`config.mk`:
```
export PLATFORM = sky130hd
export DESIGN_NAME = ordered_list_insert
export DESIGN_NICKNAME = d
export VERILOG_FILES = /design/src/design/oli_pkg.sv /design/src/design/oli_ram.sv /design/src/design/oli_seq.sv /design/src/design/ordered_list_insert.sv
export VERILOG_INCLUDE_DIRS = /design/src /design/src/design
export SDC_FILE = /design/constraint.sdc
export NUM_CORES = 1
export LEC_CHECK = 0
export BUFFER_PORTS_ARGS = -buffer_cell sky130_fd_sc_hd__buf_2
export CAP_MARGIN = 15
export CORE_MARGIN = 3
export CORE_UTILIZATION = 31
export CTS_CLUSTER_DIAMETER = 80
export DETAILED_ROUTE_END_ITERATION = 10
export PLACE_DENSITY_LB_ADDON = 0.25
export SYNTH_ARGS = -nofsm -noshare
export SYNTH_HDL_FRONTEND = slang
export SYNTH_SLANG_ARGS = --single-unit
```
`constraint.sdc`:
```
create_clock -name clk -period 6.9 [get_ports clk]
set_clock_uncertainty 0.05 [all_clocks]
set_input_delay 0.69 -clock clk [delete_from_list [all_inputs] [get_ports clk]]
set_output_delay 0.69 -clock clk [all_outputs]
set_load 0.02 [all_outputs]
```
`src/design/ordered_list_insert_defines.svh`:
```
// ----------------------------------------------------------------------------
// ordered list insert assertion macros
// shared property wrappers for the ordered list store
// ----------------------------------------------------------------------------
`ifndef ORDERED_LIST_INSERT_DEFINES_SVH
`define ORDERED_LIST_INSERT_DEFINES_SVH

// same-cycle implication, idle during reset
`define OLI_ASSERT_NOW(label, ante, cons) \
  label: assert property (@(posedge clk) disable iff (rst) (ante) |-> (cons)) \
    else $error("oli assertion failed");

// next-cycle implication, idle during reset
`define OLI_ASSERT_NEXT(label, ante, cons) \
  label: assert property (@(posedge clk) disable iff (rst) (ante) |=> (cons)) \
    else $error("oli assertion failed");

`endif

```
`src/design/oli_pkg.sv`:
```
// ----------------------------------------------------------------------------
// oli_pkg
// types and constants for the ordered list store
// ----------------------------------------------------------------------------
package oli_pkg;

  localparam int DEPTH = 16;
  localparam int AW    = $clog2(DEPTH);
  localparam int CW    = $clog2(DEPTH + 1);
  localparam int VW    = 32;

  localparam logic [CW-1:0] DEPTH_C = CW'(DEPTH);

  typedef enum logic [1:0] {
    KIND_PREPEND = 2'd0,
    KIND_INSERT  = 2'd1,
    KIND_READ    = 2'd2,
    KIND_NONE    = 2'd3
  } kind_t;

  typedef enum logic [1:0] {
    ST_STORED = 2'd0,
    ST_FULL   = 2'd1,
    ST_ENTRY  = 2'd2,
    ST_EMPTY  = 2'd3
  } status_t;

  typedef enum logic [1:0] {
    S_IDLE,
    S_INS,
    S_RD
  } state_t;

  typedef struct packed {
    logic [1:0]           kind;
    logic signed [VW-1:0] value;
  } item_t;

  typedef struct packed {
    logic [1:0]           status;
    logic signed [VW-1:0] entry_value;
    logic                 last;
  } result_t;

  typedef struct packed {
    logic          we;
    logic [AW-1:0] waddr;
    logic [VW-1:0] wdata;
    logic [AW-1:0] raddr;
  } ram_req_t;

endpackage

```
`src/design/oli_ram.sv`:
```
// ----------------------------------------------------------------------------
// oli_ram
// list entry store, one write and one registered read port
// ----------------------------------------------------------------------------
module oli_ram (
  input  logic                         clk,
  input  oli_pkg::ram_req_t            req,
  output logic [oli_pkg::VW-1:0]       rdata
);

  logic [oli_pkg::VW-1:0] mem [oli_pkg::DEPTH];

  always_ff @(posedge clk) begin
    if (req.we) begin
      mem[req.waddr] <= req.wdata;
    end
  end

  always_ff @(posedge clk) begin
    rdata <= mem[req.raddr];
  end

endmodule

```
`src/design/oli_seq.sv`:
```
// ----------------------------------------------------------------------------
// oli_seq
// sweeps the entry store for ordered insert, prepend and read out
// ----------------------------------------------------------------------------
`include "ordered_list_insert_defines.svh"

module oli_seq (
  input  logic                      clk,
  input  logic                      rst,
  input  logic                      start,
  input  oli_pkg::item_t            item,
  output logic                      busy,
  output logic                      strobe,
  output oli_pkg::result_t          result,
  output oli_pkg::ram_req_t         ram_req,
  input  logic [oli_pkg::VW-1:0]    rdata
);

  oli_pkg::state_t              state, state_next;
  logic [oli_pkg::CW-1:0]       idx, idx_next;
  logic [oli_pkg::CW-1:0]       fill, fill_next;
  logic signed [oli_pkg::VW-1:0] val, val_next;
  logic signed [oli_pkg::VW-1:0] carry, carry_next;
  logic                         front, front_next;
  logic                         placed, placed_next;
  logic                         strobe_next;
  oli_pkg::result_t             result_next;

  logic                         accept;
  logic [oli_pkg::CW-1:0]       idx_inc;
  logic                         at_end;
  logic signed [oli_pkg::VW-1:0] rd_s;

  assign accept  = start && (state == oli_pkg::S_IDLE);
  assign busy    = (state != oli_pkg::S_IDLE);
  assign idx_inc = idx + 1'b1;
  assign at_end  = (idx == fill);
  assign rd_s    = rdata;

  always_ff @(posedge clk) begin
    if (rst) begin
      state  <= oli_pkg::S_IDLE;
      fill   <= '0;
      strobe <= 1'b0;
    end else begin
      state  <= state_next;
      fill   <= fill_next;
      strobe <= strobe_next;
    end
  end

  always_ff @(posedge clk) begin
    idx    <= idx_next;
    val    <= val_next;
    carry  <= carry_next;
    front  <= front_next;
    placed <= placed_next;
    result <= result_next;
  end

  always_comb begin
    state_next    = state;
    idx_next      = idx;
    fill_next     = fill;
    val_next      = val;
    carry_next    = carry;
    front_next    = front;
    placed_next   = placed;
    strobe_next   = 1'b0;
    result_next   = '0;
    ram_req.we    = 1'b0;
    ram_req.waddr = idx[oli_pkg::AW-1:0];
    ram_req.wdata = val;
    ram_req.raddr = idx_inc[oli_pkg::AW-1:0];

    unique case (state)
      oli_pkg::S_IDLE: begin
        ram_req.raddr = '0;
        if (accept) begin
          idx_next    = '0;
          val_next    = item.value;
          front_next  = (item.kind == oli_pkg::KIND_PREPEND);
          placed_next = 1'b0;
          case (item.kind) inside
            oli_pkg::KIND_PREPEND, oli_pkg::KIND_INSERT: begin
              if (fill == oli_pkg::DEPTH_C) begin
                strobe_next        = 1'b1;
                result_next.status = oli_pkg::ST_FULL;
                result_next.last   = 1'b1;
              end else begin
                state_next = oli_pkg::S_INS;
              end
            end
            oli_pkg::KIND_READ: begin
              if (fill == '0) begin
                strobe_next        = 1'b1;
                result_next.status = oli_pkg::ST_EMPTY;
                result_next.last   = 1'b1;
              end else begin
                state_next = oli_pkg::S_RD;
              end
            end
            default: begin
            end
          endcase
        end
      end
      oli_pkg::S_INS: begin
        if (placed) begin
          ram_req.we    = 1'b1;
          ram_req.wdata = carry;
          carry_next    = rd_s;
        end else if (at_end || front || (rd_s >= val)) begin
          ram_req.we    = 1'b1;
          ram_req.wdata = val;
          carry_next    = rd_s;
          placed_next   = 1'b1;
        end
        if (at_end) begin
          fill_next          = fill + 1'b1;
          strobe_next        = 1'b1;
          result_next.status = oli_pkg::ST_STORED;
          result_next.last   = 1'b1;
          state_next         = oli_pkg::S_IDLE;
        end else begin
          idx_next = idx_inc;
        end
      end
      oli_pkg::S_RD: begin
        strobe_next             = 1'b1;
        result_next.status      = oli_pkg::ST_ENTRY;
        result_next.entry_value = rd_s;
        if (idx_inc == fill) begin
          result_next.last = 1'b1;
          state_next       = oli_pkg::S_IDLE;
        end else begin
          idx_next = idx_inc;
        end
      end
      default: begin
        state_next = oli_pkg::S_IDLE;
      end
    endcase
  end

  `OLI_ASSERT_NOW(a_fill_max, 1'b1, fill <= oli_pkg::DEPTH_C)
  `OLI_ASSERT_NOW(a_write_in_ins, ram_req.we, state == oli_pkg::S_INS)
  `OLI_ASSERT_NOW(a_last_idle, strobe && result.last, state == oli_pkg::S_IDLE)
  `OLI_ASSERT_NEXT(a_ins_start,
    accept && fill != oli_pkg::DEPTH_C &&
    (item.kind == oli_pkg::KIND_PREPEND || item.kind == oli_pkg::KIND_INSERT),
    state == oli_pkg::S_INS)

endmodule

```
`src/design/ordered_list_insert.sv`:
```
// insert or prepend: busy for the whole list sweep, one status beat at the end
// read: busy during the read-out sweep, one entry beat per cycle via registered read and result
// full insert, empty read: one beat the cycle after acceptance, not busy
// rate is set by a single memory sweeping the list one entry per cycle
// synchronous reset empties the list; results cannot be stalled
// ----------------------------------------------------------------------------
// ordered_list_insert
// ordered store of signed values with prepend, ordered insert and read out
// ----------------------------------------------------------------------------
module ordered_list_insert (
  input  logic              clk,
  input  logic              rst,
  input  logic              start,
  input  oli_pkg::item_t    item,
  output logic              busy,
  output logic              strobe,
  output oli_pkg::result_t  result
);

  oli_pkg::ram_req_t        ram_req;
  logic [oli_pkg::VW-1:0]   rdata;

  oli_ram u_ram (
    .clk   (clk),
    .req   (ram_req),
    .rdata (rdata)
  );

  oli_seq u_seq (
    .clk     (clk),
    .rst     (rst),
    .start   (start),
    .item    (item),
    .busy    (busy),
    .strobe  (strobe),
    .result  (result),
    .ram_req (ram_req),
    .rdata   (rdata)
  );

endmodule

```
==> results.sh, run 1 <==
export IMPL_run_status="finished clean"
export IMPL_post_synth_num_cell_types=51
export IMPL_hold_start="item[2]"
export IMPL_area_delta_synth_final_pct=16.0
export IMPL_cts_repair_resize_count=0
export IMPL_postLayoutSetupSlackWorst_ps=2560
export IMPL_number_of_input_and_output_port_buffers_inserted=73
export IMPL_drt_initial_drc_count=1107
export IMPL_hold_viol_final=0
export IMPL_cp_slowest_cell="sky130_fd_sc_hd__a211oi_4"
export IMPL_syn_area_sq_mm=0.0260
export IMPL_gp_routability_congestion=0.752
export IMPL_core_rowCount=105
export IMPL_slew_violations=0
export IMPL_core_sq_mm=0.0825
export IMPL_worst_setup_hold_path_clk_slew_ps=60
export IMPL_routed_wire_length_per_instance_microns=24.0
export IMPL_first_pass_iters=8
export IMPL_largest_fanout_on_the_critical_path=22
export IMPL_unrepaired_setup_endpoints_after_global_routing="false"
export IMPL_final_instance_count_excl_fill=2813
export IMPL_detail_route_antenna_nets=0
export IMPL_layout_drive_gt1_share_pct=17.3
export IMPL_hp_class="in2reg"
export IMPL_grt_start_max_net_pins=157
export IMPL_critical_path_top_delay_family="simple AND/OR/NAND/NOR gates"
export IMPL_hpwlAfterDp_mm=36.9
export IMPL_timing_critical_path_arrival_ps=4570
export IMPL_postCtsSetupRepairBufs=0
export IMPL_power_per_cell_area_mw_per_mm2=381
export IMPL_total_leakage_power_nw=9.92
export IMPL_ys_warn_count=0
export IMPL_classification_of_the_worst_setup_path="reg2reg"
export IMPL_pre_cts_slack_ps=2550
export IMPL_synth_ff_latch_count=658
export IMPL_timing_critical_path_required_ps=7130
export IMPL_clock_insertion_delay_worst_skew_ps=610
export IMPL_finalSetupViolCount=0
export IMPL_max_slew_margin_pct=7.04
export IMPL_routed_wl_mm=67.5
export IMPL_critical_path_buf_inv_count=2
export IMPL_overflow_left_after_global_routing=0
export IMPL_min_period_ps=4340
export IMPL_synth_main_ff_cell="sky130_fd_sc_hd__edfxtp_1"
export IMPL_synth_async_sr_flop_share_pct=0
export IMPL_critical_path_max_stage_delay_ps=1100
export IMPL_global_route_wire_length_before_repair_mm=97.5
export IMPL_worst_pin_slew_ps=1390
export IMPL_num_vias=14045
export IMPL_dieArea_sq_mm=0.0873
export IMPL_kind_of_capture_point_of_the_worst_setup_path="flop"
export IMPL_netlist_area_leader_share_pct=67.4
export IMPL_grt_pass1_vias=13805
export IMPL_cts_root_buf="sky130_fd_sc_hd__clkbuf_16"
export IMPL_synth_enable_flop_cells=583
export IMPL_clock_tree_buffer_depth=3
export IMPL_critical_path_cell_chain="inv_1 > ha_1 > nand3_1 > nor4_1 > or4b_1 > and2_2 > a211oi_4 > buf_12"
export IMPL_drc_errors=0
export IMPL_peakVddDrop_mv=0.266
export IMPL_top_level_ports=74
export IMPL_grt_total_usage_pct=15.4
export IMPL_routed_via_density=4.99
export IMPL_yosys_area_top_type="sky130_fd_sc_hd__edfxtp_1"
export IMPL_synthCells=1601
export IMPL_initial_antenna_violation_count=4
export IMPL_numCtsBuffers=71
export IMPL_htree_levels=3
export IMPL_clock_sinks=658
export IMPL_synthesis_nets=1680
export IMPL_fmax_mhz=231
export IMPL_placed_cells_incl_taps=2681
export IMPL_yosysSeqAreaShare_pct=73.1
export IMPL_cts_hold_buffers_added=0
export IMPL_finalSetupTns_ps=0
export IMPL_timing_rr_start="u_seq.val[26]"
export IMPL_initial_core_util_pct=31.5
export IMPL_tritoncts="built"
export IMPL_critPathLaunch="u_seq.val[26]"
export IMPL_n_fill_cell=7683
export IMPL_layout_core_utilization_pct=36.5
export IMPL_postSynthAreaPerCell_sq_um=16.2
export IMPL_finish_net_count=1763
export IMPL_min_period_over_period_pct=62.8
export IMPL_die_height_microns=296
export IMPL_drv_max_cap_violation_count=0
export IMPL_final_cell_area_sq_mm=0.0301
export IMPL_postPlaceCellArea_sq_mm=0.0278
export IMPL_timing_critical_path_from_type="flop"
export IMPL_die_x_microns=296
export IMPL_post_synth_main_area_contributors="sky130_fd_sc_hd__edfxtp_1 67%, sky130_fd_sc_hd__dfxtp_1 5.8%, sky130_fd_sc_hd__mux2i_1 4.8%, sky130_fd_sc_hd__a211oi_1 3.0%, sky130_fd_sc_hd__mux4_2 2.9%"
## worst paths after layout
kind	to	slack (ps)	cells past startpoint
hold reg to reg	u_seq.carry[0]	380	0
setup reg to reg	u_ram.mem[13][24]	2560	8
hold / removal	u_seq.val[2]	220	1
setup / recovery	u_ram.mem[13][24]	2560	8
## synth_stat cells (all sizes together), types with 6 or more instances
cell type / number
a211oi: 113
a21oi: 44
a311oi: 31
a31oi: 32
and2: 35
buf: 54
clkbuf: 40
dfxtp: 75
edfxtp: 583
ha: 42
inv: 42
mux2: 32
mux2i: 125
mux4: 34
nand2: 140
nand3: 24
nand4: 7
nor2: 18
nor2b: 67
nor3: 6
o21ai: 7
xnor2: 7
xor2: 6
## layout make-up
type,instances,area [sq um],share of cell area (%)
Antenna cell,1,2.50,0.00830
Clock buffer,106,2080,6.92
Clock inverter,25,273,0.905
Inverter,42,158,0.523
Multi-Input combinational cell,807,6600,21.9
Sequential cell,658,19000,63.1
Tap cell,1070,1340,4.44
Timing Repair Buffer,104,673,2.23
## placed cells by master, fill, tap and decap left out, types with 5 or more instances in the layout
cell                        count
sky130_fd_sc_hd__edfxtp_1     583
sky130_fd_sc_hd__clkinv_2       7
sky130_fd_sc_hd__nand3_1       24
sky130_fd_sc_hd__xor2_1         6
sky130_fd_sc_hd__nor2_1        15
sky130_fd_sc_hd__bufinv_16      5
sky130_fd_sc_hd__clkinv_1       6
sky130_fd_sc_hd__nor3_1         6
sky130_fd_sc_hd__nand2_1      137
sky130_fd_sc_hd__nand4_1        7
sky130_fd_sc_hd__nor2b_1       67
sky130_fd_sc_hd__a21oi_1       44
sky130_fd_sc_hd__clkbuf_16     76
sky130_fd_sc_hd__inv_1         39
sky130_fd_sc_hd__dfxtp_1       75
sky130_fd_sc_hd__a31oi_1       31
sky130_fd_sc_hd__o21ai_0        7
sky130_fd_sc_hd__mux4_2        34
sky130_fd_sc_hd__buf_12         6
sky130_fd_sc_hd__buf_2         73
sky130_fd_sc_hd__a211oi_1      96
sky130_fd_sc_hd__a311oi_1      31
sky130_fd_sc_hd__xnor2_1        7
sky130_fd_sc_hd__buf_4         25
sky130_fd_sc_hd__and2_1        34
sky130_fd_sc_hd__ha_1          41
sky130_fd_sc_hd__clkbuf_1      23
sky130_fd_sc_hd__mux2i_1      125
sky130_fd_sc_hd__clkbuf_8       7
sky130_fd_sc_hd__mux2_2        32
sky130_fd_sc_hd__a211oi_4      17
## routing by layer
| layer | part of all wire [%] | global-route usage, % | wire length, microns |
|---|---|---|---|
| met1 | 46 | 21.6 | 30800 |
| met2 | 47 | 24.8 | 31900 |
| met3 | 4.8 | 2.50 | 3270 |
| met4 | 2.2 | 4.35 | 1510 |
| met5 | 0.019 | 0 | 13 |
## worst reg2reg max path, cell delays in order (launching register included)
cell                       delay [ps]
sky130_fd_sc_hd__edfxtp_1         350
sky130_fd_sc_hd__inv_1             50
sky130_fd_sc_hd__ha_1             310
sky130_fd_sc_hd__nand3_1          170
sky130_fd_sc_hd__nor4_1           550
sky130_fd_sc_hd__or4b_1           550
sky130_fd_sc_hd__and2_2           500
sky130_fd_sc_hd__a211oi_4        1110
sky130_fd_sc_hd__buf_12           350
## state kept, by name (all words and copies together), names as in the netlist
name,flops
u_ram.mem,512
u_seq.result,35
u_ram.rdata,32
u_seq.carry,32
u_seq.val,32
u_seq.fill,5
u_seq.idx,5
u_seq.state,2
u_seq.front,1
u_seq.placed,1
u_seq.strobe,1
## kinds of logic (layout without fill, tap and decap cells)
family | count (synthesis) | in the layout | synth area share, %
compound gates | 246 | 246 | 6.89
xor+xnor | 14 | 14 | 0.530
mux | 191 | 191 | 9.15
other cells | 0 | 1 | 0
simple gates | 314 | 314 | 6.01
buf+inv | 136 | 277 | 2.27
flops | 658 | 658 | 73.1
fa+ha+maj | 42 | 42 | 2.02
## per-stage QoR
stage | hold slack, ps | power, mW
6_report | 217 | 11.5
5_1_grt | 193 | 12.0
4_1_cts | 178 | 11.6
3_5_place_dp | 373 | 7.76
3_3_place_gp | 378 | 7.73
2_1_floorplan | 358 | 6.84
## power breakdown
group / leakage, nW / switching [mW] / internal [mW]
Clock: 1.14 / 1.54 / 2.29
Sequential: 5.90 / 0.163 / 4.83
Combinational: 2.88 / 1.73 / 0.920
No activity file was read; power rests on OpenSTA's default activity.
==> run 2, diff against run 1 <==
Clock period 6.9 ns to 4 ns, I/O delays scaled along.
==> run 2 against run 1 <==
Net effect:
- die area unchanged
- largest power group unchanged
- highest routed layer is now met4
- critical endpoint is now u_seq.carry[9]
- maximum frequency is 17% higher
- clock power is 68% higher
- via count shrank 0.27%
- non-clock buffer count up 62
- utilization increased by 0.98 points
- cell count is 2.1% higher
- combinational power grew 88%
- clock-buffer cell count shrank 2
==> results.sh, run 2 (synthesis gave the netlist of run 1 again) <==
export IMPL_routed_wl_mm=64.3
export IMPL_worst_r2r_path_depth=9
export IMPL_total_power_mw=20.0
export IMPL_clock_insertion_delay_worst_skew_ps=630
export IMPL_die_x_microns=296
export IMPL_fmax_mhz=270
export IMPL_cts_repair_resize_count=0
export IMPL_total_leakage_power_nw=10.3
export IMPL_timing_critical_path_required_ps=4300
export IMPL_final_cell_area_sq_mm=0.0309
export IMPL_n_fill_cell=7652
export IMPL_critical_path_top_delay_family="simple AND/OR/NAND/NOR gates"
export IMPL_global_route_wire_length_before_repair_mm=95.4
export IMPL_min_period_ps=3710
export IMPL_classification_of_the_worst_setup_path="reg2reg"
export IMPL_power_per_cell_area_mw_per_mm2=647
export IMPL_area_delta_synth_final_pct=19.1
export IMPL_critical_path_cell_chain="inv_1 > ha_1 > nand2_1 > o21ai_0 > a221oi_1 > or4b_1 > and2_2 > a211oi_4 > buf_4"
export IMPL_cts_root_buf="sky130_fd_sc_hd__clkbuf_16"
export IMPL_hp_class="in2reg"
export IMPL_critical_path_depth=9
export IMPL_initial_antenna_violation_count=1
export IMPL_unrepaired_setup_endpoints_after_global_routing="false"
export IMPL_finalSetupViolCount=0
export IMPL_detail_route_antenna_nets=0
export IMPL_hold_viol_final=0
export IMPL_slew_violations=0
export IMPL_top_level_ports=74
export IMPL_clock_sinks=658
export IMPL_die_height_microns=296
export IMPL_gp_routability_congestion=0.757
export IMPL_number_of_input_and_output_port_buffers_inserted=73
export IMPL_postCtsSetupRepairBufs=0
export IMPL_max_slew_margin_pct=7.21
export IMPL_timing_critical_path_arrival_ps=4010
export IMPL_hpwlAfterDp_mm=39.0
export IMPL_routed_via_density=4.88
export IMPL_cp_slowest_cell="sky130_fd_sc_hd__a221oi_1"
export IMPL_leading_registers_by_flop_count="u_ram.mem: 512 flops, u_seq.result: 35 flops"
export IMPL_drv_max_cap_violation_count=0
export IMPL_worst_setup_hold_path_clk_slew_ps=60
export IMPL_largest_reg_flops=512
export IMPL_holdPathStages=3
export IMPL_layout_drive_gt1_share_pct=18.4
export IMPL_dieArea_sq_mm=0.0873
export IMPL_worst_pin_slew_ps=1390
export IMPL_timing_critical_path_from_type="flop"
export IMPL_grt_start_max_net_pins=176
export IMPL_routed_wire_length_per_instance_microns=22.4
export IMPL_layout_cells_most_common_list="583 x sky130_fd_sc_hd__edfxtp_1, 137 x sky130_fd_sc_hd__nand2_1, 125 x sky130_fd_sc_hd__mux2i_1"
export IMPL_critical_path_buf_inv_count=2
export IMPL_core_rowCount=105
export IMPL_finish_net_count=1824
export IMPL_largest_fanout_on_the_critical_path=18
export IMPL_overflow_left_after_global_routing=0
export IMPL_tritoncts="built"
export IMPL_postPlaceCellArea_sq_mm=0.0283
export IMPL_grt_total_usage_pct=14.8
export IMPL_grt_pass1_vias=14243
export IMPL_run_status="finished clean"
export IMPL_top_register="u_ram.mem"
export IMPL_drc_errors=0
export IMPL_htree_levels=3
export IMPL_kind_of_capture_point_of_the_worst_setup_path="flop"
export IMPL_drt_initial_drc_count=964
export IMPL_numCtsBuffers=70
export IMPL_mostFrequentLayoutCell="sky130_fd_sc_hd__edfxtp_1"
export IMPL_core_sq_mm=0.0825
export IMPL_min_period_over_period_pct=92.7
export IMPL_initial_core_util_pct=31.5
export IMPL_num_vias=14007
export IMPL_clock_tree_buffer_depth=3
export IMPL_first_pass_iters=5
export IMPL_peakVddDrop_mv=0.371
export IMPL_critical_path_max_stage_delay_ps=900
-- run 2: layout make-up --
| class | count | area [sq um] | area share, % |
|---|---|---|---|
| diodes | 1 | 2.50 | 0.00809 |
| clock buffers | 104 | 2010 | 6.50 |
| clock inverters | 25 | 282 | 0.910 |
| inverters | 42 | 158 | 0.509 |
| multi-input cells | 807 | 6600 | 21.3 |
| flip-flops and latches | 658 | 19000 | 61.4 |
| well taps | 1070 | 1340 | 4.33 |
| repair buffers | 166 | 1550 | 5.00 |
-- run 2: metal layers --
layer	track usage [%]	routed length, microns	vias to the layer above
met2	24.2	30900	301
met1	20.3	29300	7130
met5	0	0	-
li1	-	-	6484
met3	2.87	3030	92
met4	3.60	1170	0
-- run 2: path summary, 6_finish.rpt --
kind	end	slack [ps]	startpoint
max	u_seq.carry[9]	290	u_seq.val[7]
min	u_seq.state[1]	40	item[33]
max reg2reg	u_seq.carry[9]	290	u_seq.val[7]
min reg2reg	u_seq.carry[0]	390	u_ram.rdata[0]
-- run 2: what timing repair did --
item	4_1_cts	5_1_grt
hold buffers	33	0
setup endpoints to repair	0	0
endpoints found under the hold margin	36	0
-- run 2: worst reg2reg max path: cells and delay by family (launching register included) --
family | cells | cell delay, ps
flip-flops | 1 | 400
AO/OA/AOI/OAI | 3 | 1210
buffers and inverters | 2 | 330
adder cells (fa/ha/maj) | 1 | 230
AND/OR/NAND/NOR | 3 | 1210
-- run 2: power by group --
| part | total [mW] | switching [mW] | leakage, nW | internal, mW |
|---|---|---|---|---|
| logic | 4.99 | 3.19 | 3.25 | 1.80 |
| clock network | 6.45 | 2.68 | 1.12 | 3.77 |
| registers | 8.60 | 0.272 | 5.90 | 8.33 |
-- run 2: stage by stage --
step | setup slack, ps | TNS [ps] | utilization, % | instances | hold WS (ps)
floorplan | -792 | -177380 | - | 1601 | 358
global placement | 276 | 0 | 34.3 | 2710 | 372
detailed placement | 278 | 0 | 34.3 | 2710 | 374
CTS | 247 | 0 | 37.5 | 2872 | 10.2
global route | 134 | 0 | 37.5 | 2872 | 32.7
finish | 294 | 0 | 37.5 | 2873 | 43.0
